[src/gfbar_pkg.sv]
// Package for the fat-binary arch rewriter: widths, phase codes, result kinds, status codes.
// Used by every module under src.
package gfbar_pkg;
    localparam int unsigned MAX_IMAGE_BYTES_DEF = 67108864;
    localparam int unsigned POS_W = 27;
    localparam int unsigned CNT_W = 22;
    localparam int unsigned NCNT = 9;
    localparam logic [31:0] IMG_MAGIC = 32'hBA55ED50;

    typedef enum logic [2:0] {
        PH_HDR    = 3'd0,
        PH_HDRPAD = 3'd1,
        PH_ENTRY  = 3'd2,
        PH_DATA   = 3'd3,
        PH_DONE   = 3'd4
    } t_phase;

    localparam logic [1:0] KIND_BYTE = 2'd0;
    localparam logic [1:0] KIND_CNT  = 2'd1;
    localparam logic [1:0] KIND_STAT = 2'd2;

    localparam logic [2:0] ST_OK      = 3'd0;
    localparam logic [2:0] ST_SHORT   = 3'd1;
    localparam logic [2:0] ST_MAGIC   = 3'd2;
    localparam logic [2:0] ST_HSIZE   = 3'd3;
    localparam logic [2:0] ST_TRUNC   = 3'd4;
    localparam logic [2:0] ST_ENTRY   = 3'd5;
    localparam logic [2:0] ST_NOENT   = 3'd6;

    localparam logic [2:0] REG_MODE = 3'd0;
    localparam logic [2:0] REG_SRC  = 3'd1;
    localparam logic [2:0] REG_TGT  = 3'd2;
    localparam logic [2:0] REG_ELF  = 3'd3;
    localparam logic [2:0] REG_A    = 3'd4;
    localparam logic [2:0] REG_B    = 3'd5;
    localparam logic [2:0] REG_C    = 3'd6;
    localparam logic [2:0] REG_D    = 3'd7;

    typedef struct packed {
        logic [1:0]  mode;
        logic [31:0] src;
        logic [31:0] tgt;
        logic [31:0] elf;
        logic [31:0] a;
        logic [31:0] b;
        logic [31:0] c;
        logic [31:0] d;
    } t_cfg;

    // Work handed from the parser to the output sequencer.
    typedef struct packed {
        logic        valid;
        logic [2:0]  nbytes;
        logic [31:0] bytes;
        logic        report;
        logic [2:0]  status;
    } t_job;
endpackage

[src/gfbar_regs.sv]
// APB register file for the rewriter configuration.
// Depends on gfbar_pkg.
module gfbar_regs (
    input  logic                i_clk,
    input  logic                i_rst_n,
    input  logic                psel,
    input  logic                penable,
    input  logic                pwrite,
    input  logic [4:0]          paddr,
    input  logic [31:0]         pwdata,
    output logic [31:0]         prdata,
    output logic                pready,
    output gfbar_pkg::t_cfg     o_cfg
);
    gfbar_pkg::t_cfg r_cfg;
    logic [2:0] w_idx;
    assign w_idx  = paddr[4:2];
    assign pready = 1'b1;
    assign o_cfg  = r_cfg;

    always_ff @(posedge i_clk) begin
        if (!i_rst_n) begin
            r_cfg <= '0;
        end else if (psel && penable && pwrite) begin
            unique case (w_idx)
                gfbar_pkg::REG_MODE: r_cfg.mode <= pwdata[1:0];
                gfbar_pkg::REG_SRC:  r_cfg.src  <= pwdata;
                gfbar_pkg::REG_TGT:  r_cfg.tgt  <= pwdata;
                gfbar_pkg::REG_ELF:  r_cfg.elf  <= pwdata;
                gfbar_pkg::REG_A:    r_cfg.a    <= pwdata;
                gfbar_pkg::REG_B:    r_cfg.b    <= pwdata;
                gfbar_pkg::REG_C:    r_cfg.c    <= pwdata;
                default:             r_cfg.d    <= pwdata;
            endcase
        end
    end

    always_comb begin
        unique case (w_idx)
            gfbar_pkg::REG_MODE: prdata = {30'd0, r_cfg.mode};
            gfbar_pkg::REG_SRC:  prdata = r_cfg.src;
            gfbar_pkg::REG_TGT:  prdata = r_cfg.tgt;
            gfbar_pkg::REG_ELF:  prdata = r_cfg.elf;
            gfbar_pkg::REG_A:    prdata = r_cfg.a;
            gfbar_pkg::REG_B:    prdata = r_cfg.b;
            gfbar_pkg::REG_C:    prdata = r_cfg.c;
            default:             prdata = r_cfg.d;
        endcase
    end
endmodule

[src/gfbar_parser.sv]
// Byte parser: header and entry walk, arch rewrite, ELF stamp, counters and final status.
// Depends on gfbar_pkg; produces at most one job per accepted byte for gfbar_emit.
module gfbar_parser #(
    parameter int unsigned MAX_IMAGE_BYTES = gfbar_pkg::MAX_IMAGE_BYTES_DEF
) (
    input  logic                 i_clk,
    input  logic                 i_rst_n,
    input  logic                 i_take,
    input  logic [7:0]           i_byte,
    input  logic                 i_eob,
    input  gfbar_pkg::t_cfg      i_cfg,
    input  logic                 i_clr_cnt,
    output gfbar_pkg::t_job      o_job,
    output logic [gfbar_pkg::NCNT*gfbar_pkg::CNT_W-1:0] o_cnt
);
    localparam int unsigned PW = gfbar_pkg::POS_W;
    localparam int unsigned CW = gfbar_pkg::CNT_W;
    localparam logic [PW-1:0] POS_MAX = {PW{1'b1}};

    gfbar_pkg::t_phase r_phase, n_phase;
    logic [PW-1:0] r_pos, n_pos, r_total, n_total, r_cursor, n_cursor;
    logic [PW-1:0] r_dstart, n_dstart, r_nb, n_nb;
    logic [10:0]   r_off, n_off;
    logic [63:0]   r_ef, n_ef;
    logic [31:0]   r_ds, n_ds;
    logic [23:0]   r_held, n_held;
    logic [1:0]    r_fl, n_fl;
    logic [63:0]   r_hlo, n_hlo;
    logic [36:0]   r_hpay, n_hpay;   // payload bits 36 and above fold into a sticky top bit
    logic [8:0]    r_hsz, n_hsz;
    logic [2:0]    r_st, n_st;
    logic [CW-1:0] r_cnt [gfbar_pkg::NCNT];
    logic [gfbar_pkg::NCNT-1:0] w_bump;
    gfbar_pkg::t_job n_job;

    // Wide helper values for the entry checks.
    logic [32:0] w_rem, w_eh, w_dsum;
    logic [34:0] w_end;
    logic [31:0] w_arch, w_out_arch, w_d;
    logic [15:0] w_kind;
    logic        w_retgt;
    logic [7:0]  w_b;
    logic [2:0]  w_fst;
    logic [PW-1:0] w_pos1;

    always_comb begin
        n_phase = r_phase; n_pos = r_pos; n_total = r_total; n_cursor = r_cursor;
        n_dstart = r_dstart; n_nb = r_nb; n_off = r_off; n_ef = r_ef; n_ds = r_ds;
        n_held = r_held; n_fl = r_fl; n_hlo = r_hlo; n_hpay = r_hpay; n_hsz = r_hsz;
        n_st = r_st; w_bump = '0;
        n_job = '0;
        w_b = i_byte;
        w_rem = {6'd0, r_total} - {6'd0, r_cursor};
        w_eh = '0; w_dsum = '0; w_end = '0; w_arch = '0; w_out_arch = '0; w_d = '0;
        w_kind = r_ef[15:0]; w_retgt = 1'b0; w_fst = gfbar_pkg::ST_OK;
        w_pos1 = r_pos + ((r_pos != POS_MAX) ? {{(PW-1){1'b0}}, 1'b1} : '0);
        n_pos = w_pos1;
        if (i_take && r_st == gfbar_pkg::ST_OK) begin
            unique case (r_phase)
                gfbar_pkg::PH_HDR: begin
                    if (r_pos < PW'(8)) begin
                        n_hlo[8*r_pos[2:0] +: 8] = i_byte;
                    end else begin
                        if (r_pos[2:0] < 3'd4) n_hpay[8*r_pos[1:0] +: 8] = i_byte;
                        else if (r_pos[2:0] == 3'd4) n_hpay[36:32] = {|i_byte[7:4], i_byte[3:0]};
                        else n_hpay[36] = r_hpay[36] | (|i_byte);
                    end
                    if (r_pos == PW'(3) && n_hlo[31:0] != gfbar_pkg::IMG_MAGIC) begin
                        n_st = gfbar_pkg::ST_MAGIC;
                    end else if (r_pos == PW'(7)) begin
                        if (n_hlo[63:48] < 16'h10 || n_hlo[63:48] > 16'h100)
                            n_st = gfbar_pkg::ST_HSIZE;
                        else begin
                            n_hsz = n_hlo[56:48];
                            n_job.valid = 1'b1; n_job.nbytes = 3'd1; n_job.bytes[7:0] = w_b;
                        end
                    end else if (r_pos == PW'(15)) begin
                        if (n_hpay > 37'(MAX_IMAGE_BYTES)) n_st = gfbar_pkg::ST_HSIZE;
                        else begin
                            n_total = PW'(n_hpay) + PW'(r_hsz);
                            n_job.valid = 1'b1; n_job.nbytes = 3'd1; n_job.bytes[7:0] = w_b;
                            if (r_hsz == 9'd16) begin
                                n_cursor = PW'(16); n_off = '0; n_ef = '0; n_ds = '0;
                                n_held = '0; n_fl = '0;
                                n_phase = (PW'(16) >= n_total) ? gfbar_pkg::PH_DONE
                                                                : gfbar_pkg::PH_ENTRY;
                            end else n_phase = gfbar_pkg::PH_HDRPAD;
                        end
                    end else begin
                        n_job.valid = 1'b1; n_job.nbytes = 3'd1; n_job.bytes[7:0] = w_b;
                    end
                end
                gfbar_pkg::PH_HDRPAD: begin
                    n_job.valid = 1'b1; n_job.nbytes = 3'd1; n_job.bytes[7:0] = w_b;
                    if ({1'b0, r_pos} + 1 >= {1'b0, PW'(r_hsz)}) begin
                        n_cursor = PW'(r_hsz); n_off = '0; n_ef = '0; n_ds = '0;
                        n_held = '0; n_fl = '0;
                        n_phase = (PW'(r_hsz) >= r_total) ? gfbar_pkg::PH_DONE
                                                           : gfbar_pkg::PH_ENTRY;
                    end
                end
                gfbar_pkg::PH_ENTRY: begin
                    if (r_off == 11'd0 && w_rem < 33'h20) begin
                        n_st = gfbar_pkg::ST_ENTRY;
                    end else begin
                        if (r_off < 11'd8) n_ef[8*r_off[2:0] +: 8] = i_byte;
                        else if (r_off < 11'd12) n_ds[8*r_off[1:0] +: 8] = i_byte;
                        w_eh = {1'b0, n_ef[63:32]};
                        if (r_off == 11'd7 && (w_eh < 33'h20 || w_eh > 33'h400 || w_eh > w_rem))
                            n_st = gfbar_pkg::ST_ENTRY;
                        if (r_off == 11'd11) begin
                            n_dstart = r_cursor + PW'(r_ef[42:32]);
                            w_dsum = {6'd0, r_total} - {6'd0, n_dstart};
                            w_end = ({8'd0, n_dstart} + {3'd0, n_ds} + 35'd7) & ~35'd7;
                            if ({1'b0, n_ds} > w_dsum) n_st = gfbar_pkg::ST_ENTRY;
                            else if (w_end <= {8'd0, r_cursor} || w_end > {8'd0, r_total})
                                n_st = gfbar_pkg::ST_ENTRY;
                            else n_nb = PW'(w_end);
                        end
                        if (n_st == gfbar_pkg::ST_OK) begin
                            if (r_off >= 11'h1c && r_off < 11'h1f) begin
                                n_held[8*r_off[1:0] +: 8] = i_byte;
                            end else if (r_off == 11'h1f) begin
                                w_arch = {i_byte, r_held};
                                w_bump[0] = 1'b1;
                                w_bump[1] = (w_kind == 16'd2);
                                w_bump[2] = (w_kind == 16'd1);
                                w_bump[3] = (w_arch == i_cfg.d);
                                w_bump[4] = (w_kind == 16'd2) && (w_arch == i_cfg.b);
                                w_bump[5] = (w_kind == 16'd2) && (w_arch == i_cfg.c);
                                w_retgt = (w_kind == 16'd2) && (w_arch == i_cfg.src)
                                          && i_cfg.mode[0];
                                w_out_arch = w_retgt ? i_cfg.tgt : w_arch;
                                if (w_retgt) begin
                                    w_bump[6] = (i_cfg.tgt == i_cfg.a);
                                    w_bump[7] = (i_cfg.tgt == i_cfg.b);
                                    if (i_cfg.mode[1] && r_ds >= 32'h34) n_fl[0] = 1'b1;
                                end
                                n_job.valid = 1'b1; n_job.nbytes = 3'd4;
                                n_job.bytes = w_out_arch;
                            end else begin
                                n_job.valid = 1'b1; n_job.nbytes = 3'd1; n_job.bytes[7:0] = w_b;
                            end
                            n_off = r_off + 11'd1;
                            if (r_off >= 11'h1f && {21'd0, r_off} + 32'd1 == r_ef[63:32]) begin
                                if (r_dstart >= r_nb) begin
                                    n_cursor = r_nb; n_off = '0; n_ef = '0; n_ds = '0;
                                    n_held = '0; n_fl = '0;
                                    n_phase = (r_nb >= r_total) ? gfbar_pkg::PH_DONE
                                                                : gfbar_pkg::PH_ENTRY;
                                end else n_phase = gfbar_pkg::PH_DATA;
                            end
                        end
                    end
                end
                gfbar_pkg::PH_DATA: begin
                    w_d = 32'(r_pos - r_dstart);
                    if (w_d < r_ds) begin
                        if (r_fl[0] && w_d < 32'd4) begin
                            unique case (w_d[1:0])
                                2'd0: n_fl[0] = (i_byte == 8'h7f);
                                2'd1: n_fl[0] = (i_byte == 8'h45);
                                2'd2: n_fl[0] = (i_byte == 8'h4c);
                                default: begin
                                    n_fl[0] = (i_byte == 8'h46);
                                    if (i_byte == 8'h46) begin
                                        n_fl[1] = 1'b1; w_bump[8] = 1'b1;
                                    end
                                end
                            endcase
                        end
                        if (r_fl[1] && w_d >= 32'h30 && w_d < 32'h34)
                            w_b = i_cfg.elf[8*w_d[1:0] +: 8];
                    end
                    n_job.valid = 1'b1; n_job.nbytes = 3'd1; n_job.bytes[7:0] = w_b;
                    if ({1'b0, r_pos} + 1 >= {1'b0, r_nb}) begin
                        n_cursor = r_nb; n_off = '0; n_ef = '0; n_ds = '0;
                        n_held = '0; n_fl = '0;
                        n_phase = (r_nb >= r_total) ? gfbar_pkg::PH_DONE
                                                    : gfbar_pkg::PH_ENTRY;
                    end
                end
                default: ;
            endcase
        end
        if (i_take && i_eob) begin
            if (w_pos1 < PW'(16)) w_fst = gfbar_pkg::ST_SHORT;
            else if (n_st == gfbar_pkg::ST_MAGIC || n_st == gfbar_pkg::ST_HSIZE) w_fst = n_st;
            else if (w_pos1 < n_total) w_fst = gfbar_pkg::ST_TRUNC;
            else if (n_st == gfbar_pkg::ST_ENTRY) w_fst = gfbar_pkg::ST_ENTRY;
            else if (r_cnt[0] == '0 && !w_bump[0]) w_fst = gfbar_pkg::ST_NOENT;
            else w_fst = gfbar_pkg::ST_OK;
            n_job.valid = 1'b1; n_job.report = 1'b1; n_job.status = w_fst;
            n_phase = gfbar_pkg::PH_HDR; n_pos = '0; n_total = '0; n_nb = '0;
            n_hlo = '0; n_hpay = '0; n_hsz = '0; n_dstart = '0; n_st = gfbar_pkg::ST_OK;
            n_cursor = '0; n_off = '0; n_ef = '0; n_ds = '0; n_held = '0; n_fl = '0;
        end
        if (!i_take) begin
            n_pos = r_pos;
            n_job = '0;
        end
    end

    always_ff @(posedge i_clk) begin
        if (!i_rst_n) begin
            r_phase <= gfbar_pkg::PH_HDR; r_pos <= '0; r_total <= '0; r_cursor <= '0;
            r_dstart <= '0; r_nb <= '0; r_off <= '0; r_ef <= '0; r_ds <= '0;
            r_held <= '0; r_fl <= '0; r_hlo <= '0; r_hpay <= '0; r_hsz <= '0;
            r_st <= gfbar_pkg::ST_OK; o_job <= '0;
        end else begin
            r_phase <= n_phase; r_pos <= n_pos; r_total <= n_total; r_cursor <= n_cursor;
            r_dstart <= n_dstart; r_nb <= n_nb; r_off <= n_off; r_ef <= n_ef; r_ds <= n_ds;
            r_held <= n_held; r_fl <= n_fl; r_hlo <= n_hlo; r_hpay <= n_hpay;
            r_hsz <= n_hsz; r_st <= n_st; o_job <= n_job;
        end
    end

    // Counters are snapshotted into o_cnt on every take, alongside the job register, so the
    // live copy is cleared on the same end-of-buffer take that carries the report.
    for (genvar g = 0; g < gfbar_pkg::NCNT; g++) begin : g_cnt
        always_ff @(posedge i_clk) begin
            if (!i_rst_n) r_cnt[g] <= '0;
            else if (i_take) begin
                if (i_eob) r_cnt[g] <= '0;
                else if (w_bump[g] && !i_clr_cnt) r_cnt[g] <= r_cnt[g] + CW'(1);
            end
        end
        always_ff @(posedge i_clk) begin
            if (i_take) o_cnt[g*CW +: CW] <= r_cnt[g] + CW'(w_bump[g]);
        end
    end
endmodule

[src/gfbar_emit.sv]
// Output sequencer: a two-deep job queue unrolled into result items on the master side.
// Depends on gfbar_pkg.
module gfbar_emit (
    input  logic                 i_clk,
    input  logic                 i_rst_n,
    input  gfbar_pkg::t_job      i_job,
    input  logic [gfbar_pkg::NCNT*gfbar_pkg::CNT_W-1:0] i_cnt,
    output logic                 o_room,
    output logic                 o_valid,
    input  logic                 i_ready,
    output logic [1:0]           o_kind,
    output logic [3:0]           o_id,
    output logic [21:0]          o_value,
    output logic                 o_last
);
    localparam int unsigned CW = gfbar_pkg::CNT_W;
    localparam int unsigned JW = $bits(gfbar_pkg::t_job);
    localparam int unsigned QW = JW + gfbar_pkg::NCNT*CW;

    logic [QW-1:0] r_q [2];
    logic [1:0]    r_cnt_q;
    logic          r_rd;
    logic [3:0]    r_step;
    gfbar_pkg::t_job w_head;
    logic [gfbar_pkg::NCNT*CW-1:0] w_hcnt;
    logic [3:0] w_nb_steps, w_total;
    logic w_push, w_pop, w_fire;

    assign w_head = gfbar_pkg::t_job'(r_q[r_rd][QW-1 -: JW]);
    assign w_hcnt = r_q[r_rd][gfbar_pkg::NCNT*CW-1:0];
    assign w_nb_steps = {1'b0, w_head.nbytes};
    assign w_total = w_nb_steps + (w_head.report ? 4'd10 : 4'd0);
    assign o_valid = (r_cnt_q != 2'd0);
    assign w_fire  = o_valid && i_ready;
    assign w_pop   = w_fire && (r_step + 4'd1 == w_total);
    assign w_push  = i_job.valid;
    // Room is held for one job in flight plus the one being registered upstream.
    assign o_room  = (r_cnt_q == 2'd0) || (r_cnt_q == 2'd1 && (!i_job.valid || w_pop))
                     || (w_pop && !i_job.valid);

    always_comb begin
        o_kind = gfbar_pkg::KIND_BYTE; o_id = '0; o_value = '0; o_last = 1'b0;
        if (r_step < w_nb_steps) begin
            o_value = {14'd0, w_head.bytes[8*r_step[1:0] +: 8]};
        end else if (r_step - w_nb_steps < 4'd9) begin
            o_kind = gfbar_pkg::KIND_CNT;
            o_id = r_step - w_nb_steps;
            if (w_head.status == gfbar_pkg::ST_OK)
                o_value = w_hcnt[CW*(r_step - w_nb_steps) +: CW];
        end else begin
            o_kind = gfbar_pkg::KIND_STAT;
            o_value = {19'd0, w_head.status};
            o_last = 1'b1;
        end
    end

    always_ff @(posedge i_clk) begin
        if (!i_rst_n) begin
            r_cnt_q <= '0; r_rd <= 1'b0; r_step <= '0;
        end else begin
            if (w_pop) begin
                r_step <= '0; r_rd <= ~r_rd;
            end else if (w_fire) r_step <= r_step + 4'd1;
            r_cnt_q <= r_cnt_q + {1'b0, w_push} - {1'b0, w_pop};
        end
    end

    always_ff @(posedge i_clk) begin
        if (w_push) r_q[r_rd ^ r_cnt_q[0]] <= {i_job, i_cnt};
    end
endmodule

[src/gpu_fat_binary_arch_rewriter.sv]
// Top level of the fat-binary arch rewriter: APB registers, byte parser, output sequencer.
// Depends on gfbar_pkg, gfbar_regs, gfbar_parser and gfbar_emit.
//
//   channel   dir  fields
//   s_axis    in   tdata = data_byte[7:0], tuser = end_of_buffer
//   m_axis    out  tdata = value[21:0], tuser = result_kind[1:0], counter_id[5:2], tlast
//   apb       in   eight 32-bit registers at 4*i
//
// One byte per cycle enters while the output sequencer has room; each byte leaves zero to
// four items, or on the last byte up to fourteen items, which the sequencer drains one
// per cycle while m_axis_tready is high, so a report adds ten items. Reset is synchronous
// and clears all stream state and registers. A stall on the master side backs up into
// s_axis_tready through a two-job queue.
module gpu_fat_binary_arch_rewriter #(
    parameter int unsigned MAX_IMAGE_BYTES = gfbar_pkg::MAX_IMAGE_BYTES_DEF
) (
    input  logic        i_clk,
    input  logic        i_rst_n,
    input  logic        s_axis_tvalid,
    output logic        s_axis_tready,
    input  logic [7:0]  s_axis_tdata,   // data_byte
    input  logic        s_axis_tuser,   // end_of_buffer
    output logic        m_axis_tvalid,
    input  logic        m_axis_tready,
    output logic [23:0] m_axis_tdata,   // value[21:0], zero fill
    output logic [5:0]  m_axis_tuser,   // result_kind[1:0], counter_id[5:2]
    output logic        m_axis_tlast,   // last_of_run
    input  logic        psel,
    input  logic        penable,
    input  logic        pwrite,
    input  logic [4:0]  paddr,
    input  logic [31:0] pwdata,
    output logic [31:0] prdata,
    output logic        pready
);
    gfbar_pkg::t_cfg w_cfg;
    gfbar_pkg::t_job w_job;
    logic [gfbar_pkg::NCNT*gfbar_pkg::CNT_W-1:0] w_cnt;
    logic w_take, w_room;
    logic [1:0]  w_kind;
    logic [3:0]  w_id;
    logic [21:0] w_val;

    assign s_axis_tready = w_room;
    assign w_take = s_axis_tvalid && w_room;

    gfbar_regs u_regs (
        .i_clk, .i_rst_n, .psel, .penable, .pwrite, .paddr, .pwdata, .prdata, .pready,
        .o_cfg(w_cfg)
    );

    gfbar_parser #(.MAX_IMAGE_BYTES(MAX_IMAGE_BYTES)) u_parser (
        .i_clk, .i_rst_n, .i_take(w_take), .i_byte(s_axis_tdata), .i_eob(s_axis_tuser),
        .i_cfg(w_cfg), .i_clr_cnt(1'b0), .o_job(w_job), .o_cnt(w_cnt)
    );

    gfbar_emit u_emit (
        .i_clk, .i_rst_n, .i_job(w_job), .i_cnt(w_cnt), .o_room(w_room),
        .o_valid(m_axis_tvalid), .i_ready(m_axis_tready), .o_kind(w_kind), .o_id(w_id),
        .o_value(w_val), .o_last(m_axis_tlast)
    );

    assign m_axis_tdata = {2'b00, w_val};
    assign m_axis_tuser = {w_id, w_kind};
endmodule

[config.mk]
export PLATFORM = sky130hd
export DESIGN_NAME = gpu_fat_binary_arch_rewriter
export DESIGN_NICKNAME = d
export VERILOG_FILES = /design/src/gfbar_pkg.sv /design/src/gfbar_regs.sv /design/src/gfbar_parser.sv /design/src/gfbar_emit.sv /design/src/gpu_fat_binary_arch_rewriter.sv
export SDC_FILE = /design/constraint.sdc
export NUM_CORES = 2
export LEC_CHECK = 0
export ABC_CLOCK_PERIOD_IN_PS = 13300
export BUFFER_PORTS_ARGS = -buffer_cell sky130_fd_sc_hd__buf_2
export CAP_MARGIN = 20
export CORE_ASPECT_RATIO = 1.1
export CORE_MARGIN = 1
export CORE_UTILIZATION = 40
export CTS_BUF_LIST = sky130_fd_sc_hd__clkbuf_8
export CTS_CLUSTER_SIZE = 30
export DETAILED_ROUTE_END_ITERATION = 6
export GPL_TIMING_DRIVEN = 0
export HOLD_SLACK_MARGIN = 0.05
export MAX_ROUTING_LAYER = met4
export REMOVE_ABC_BUFFERS = 1
export SLEW_MARGIN = 10
export SYNTH_ARGS = -nofsm -noshare
export SYNTH_HDL_FRONTEND = slang
export SYNTH_HIERARCHICAL = 1
export SYNTH_SLANG_ARGS = --single-unit
[constraint.sdc]
create_clock -name i_clk -period 13.3 [get_ports i_clk]
set_clock_uncertainty 0.1 [all_clocks]
set_input_delay 2.66 -clock i_clk [delete_from_list [all_inputs] [get_ports i_clk]]
set_output_delay 2.66 -clock i_clk [all_outputs]
set_load 0.01 [all_outputs]
==> flow_metrics.py <==
metrics = {
    "global_route": {
        "grt-ovfl-total": 0,
        "grt_max_degree": 147,
        "grt_usage_pct": 29.0,
        "grt_pass1_wl_mm": 516,
        "grt_pass1_vias": 77400,
        "antenna_found_initial": 10,
    },
    "logic_synthesis": {
        "synth-seq-cells": 1492,
        "synth_cell_type_count": 123,
        "ys_top_cells_by_area": "edfxtp_1 27%, dfxtp_1 13%, ha_1 6.3%",
        "synth_common_cells": "1163 x nand2_1, 998 x nor2_1, 870 x edfxtp_1",
        "yosysTopAreaCell": "edfxtp_1",
        "yosysSeqAreaShare_pct": 40.0,
        "synthSimpleGateAreaFrac_pct": 17.1,
        "synth_top_family_by_area": "simple AND/OR/NAND/NOR gates",
        "ys_async_sr_fraction_pct": 0,
        "avgSynthCellArea_um2": 9.54,
        "synth.area.mux_share_pct": 11.4,
        "synth_compound_area_share_pct": 13.6,
        "synth_adder_area_share_pct": 6.45,
        "synth_top_cell_area_share_pct": 27.1,
        "ys_warn_count": 6,
        "synth_xor_area_share_pct": 6.93,
        "synth_edf_count": 870,
        "syn_area_um2": 96400,
        "synth_most_common_cell": "nand2_1",
        "synth_cells": 10100,
        "synthFlopType": "edfxtp_1",
    },
    "die": {
        "dieArea_um2": 243000,
        "rows": 188,
        "die_x_um": 470,
        "fp.coreArea_um2": 239000,
        "start_util_pct": 40.4,
        "dieHeight_um": 517,
        "boundaryPins": 119,
    },
    "worst_setup_path": {
        "crit_arrival_ps": 10440,
        "cp.required_ps": 10540,
        "critPathKind": "reg -> out",
        "r2r_setup_slack_ps": 1480,
        "worst_setup_path_end_kind": "output port",
        "r2r_cells": 29,
        "r2r-end": "u_parser/o_job[0]",
        "timing.rr.start": "u_parser/r_off[0]",
        "crit_start": "u_emit/r_step[0]",
        "critPathLaunchType": "flop",
        "cp_max_fo": 91,
    },
    "cts": {
        "post_cts_buffers": 0,
        "cts_tree": "yes",
        "hold_buffers": 0,
        "cts_root_buf": "clkbuf_8",
        "cts_sinks": 1492,
        "cts.clk_slew.worst_paths_ps": 70,
        "cts-htree-levels": 5,
        "cts_made_buffers": 270,
        "clk_latency_ps": 990,
        "clockBufferDepth": 4,
    },
    "timing": {
        "hold_viol": 0,
        "timing.final.crit_share_pct": 99.3,
        "rsz0062_at_grt": "yes",
        "finalSetupViolCount": 0,
        "slew_headroom_pct": 17.4,
        "min_period_ps": 13200,
        "fmax_mhz": 75.8,
        "worst_slew_pin_slew_ps": 1210,
        "holdWs_ps": 293,
        "slew_viol_final": 0,
    },
    "routing": {
        "finalWirelength_mm": 354,
        "drt_iter0_markers": 8677,
        "viasPerCell": 6.06,
        "drc_errors": 4,
        "drt-pass1-iter-count": 7,
        "drtAntennaViolNets": 0,
        "vias": 80900,
        "wl_per_cell_um": 26.5,
    },
    "status": {
        "outcome": "finished, violations left",
        "violations": "design-rule violations",
    },
    "placement": {
        "postPlaceCellArea_um2": 101000,
        "gp_congestion": 1.04,
        "port_buffers": 113,
        "hpwl_mm": 268,
        "placedCellCount": 12900,
    },
    "hold_path": {
        "hp-start": "u_parser/o_cnt[21]",
        "min_to": "u_emit/r_q[1][21]",
        "hold_path_class": "reg -> reg",
        "whs_path_depth": 0,
    },
    "layout": {
        "drive_gt1_share_pct": 11.0,
        "multiInputGateArea_um2": 53900,
        "final_cell_count_no_fill": 13300,
        "nets": 10600,
        "final_util_pct": 44.4,
        "area_growth_pct": 10.1,
        "nFillCells": 22800,
        "fin_area_um2": 106000,
        "regArea_um2": 38600,
    },
    "flow_run": {
        "maxCapViolations": 0,
    },
    "pwr": {
        "power_density_nw_per_um2": 177,
        "p_leak_nw": 39.7,
        "peakVddDrop_mv": 0.219,
        "fin_total_pwr_mw": 18.8,
    },
}
[registers in the layout, indices dropped and copies added (netlist names), 3 cells and up, named ones only]
signal,count
u_emit/r_q,474
u_regs/o_cfg,226
u_parser/o_cnt,198
u_parser/r_cnt,198
u_parser/r_ef,48
u_parser/r_hlo,48
u_parser/o_job,39
u_parser/r_hpay,37
u_parser/r_ds,32
u_parser/r_cursor,27
u_parser/r_dstart,27
u_parser/r_pos,27
u_parser/r_total,27
u_parser/r_held,24
u_parser/r_nb,24
u_parser/r_off,11
u_parser/r_hsz,9
u_emit/r_step,4
u_parser/r_phase,3
u_parser/r_st,3
[how the worst max path moves through the flow]
| stage | to | slack (ps) | cells after the start |
|---|---|---|---|
| after floorplan | m_axis_tdata[9] | -18970 | 15 |
| after global placement | m_axis_tdata[9] | -34710 | 16 |
| after detailed placement | m_axis_tdata[7] | 1050 | 16 |
| after CTS | m_axis_tdata[7] | 9 | 16 |
| after global routing | m_axis_tdata[6] | -30 | 16 |
| final | m_axis_tdata[6] | 100 | 16 |
[what timing repair did]
item | in CTS | in global routing
setup endpoints to repair | 0 | 8
resized for setup | 0 | 4
endpoints found under the hold margin | 0 | 0
[cell type report]
class / instances / area share (%)
sequential: 1492 / 36.3
inverter: 376 / 1.34
clock inverter: 160 / 1.14
tap: 3135 / 3.69
antenna: 8 / 0.0189
timing repair buffer: 252 / 2.92
clock buffer: 293 / 3.80
multi-input combinational: 7620 / 50.8
[stage by stage]
| stage | worst slack [ps] | setup TNS (ps) |
|---|---|---|
| 2_1_floorplan | -18970 | - |
| 3_3_place_gp | -34710 | - |
| 3_5_place_dp | 1050 | 0 |
| 4_1_cts | 8.51 | 0 |
| 5_1_grt | -28.9 | -46.7 |
| 6_report | 98.7 | 0 |
[where the power goes]
part	leakage [nW]	switching, mW	internal (mW)
clock	2.90	1.98	2.38
sequential	13.6	0.192	5.25
combinational	23.2	6.19	2.78
total	39.7	8.36	10.4
[critical path, stage by stage (launching register included)]
cell and delay (ps):
dfxtp_1 950, inv_1 280, ha_4 880, buf_16 350, clkinv_4 650, buf_16 470
ha_1 390, ha_1 330, fa_4 1180, buf_12 300, clkinv_2 760, nand2_2 760
nor2_1 380, a21oi_1 200, o311ai_0 340, a31oi_1 670, buf_2 250
[layer usage]
layer,global-route usage (%),up-vias,routed length [µm]
li1,-,36900,-
met1,36.4,39700,147000
met2,46.2,3522,165000
met3,3.85,800,23500
met4,13.8,0,18900
met5,-,-,0
[cells by family after synthesis]
logic type | Yosys count
other | 3
adders and majority gates | 492
and+or+nand+nor | 3529
buffers and inverters | 1003
AOI/OAI and AO/OA | 1966
DFF | 1492
muxes | 865
xor gates and xnor gates | 763
[cell usage in the layout, fill, tap and decap left out, drive strengths merged, types with 27 or more instances in the layout]
cell type and instances:
o2111ai 28, dfxtp 622, o221ai 41, xnor2 435, xor2 328, nor2 1007, a221oi 65, buf 251
or2 38, a22o 50, nand2b 59, a22oi 33, clkbuf 293, a221o 33, and4 27, nand3 304
nor2b 93, mux4 170, mux2 172, nor4 117, o21ai 400, and3 91, o31ai 37, clkinv 70
o21a 49, a21o 77, inv 439, edfxtp 870, nor3 205, nand2 1166, and2 65, o211ai 61
mux2i 523, ha 484, nand4 219, a211oi 130, a21oi 542, or3 43, a31oi 60, o22ai 73
Note: power is estimated with default switching activity, not from simulation.
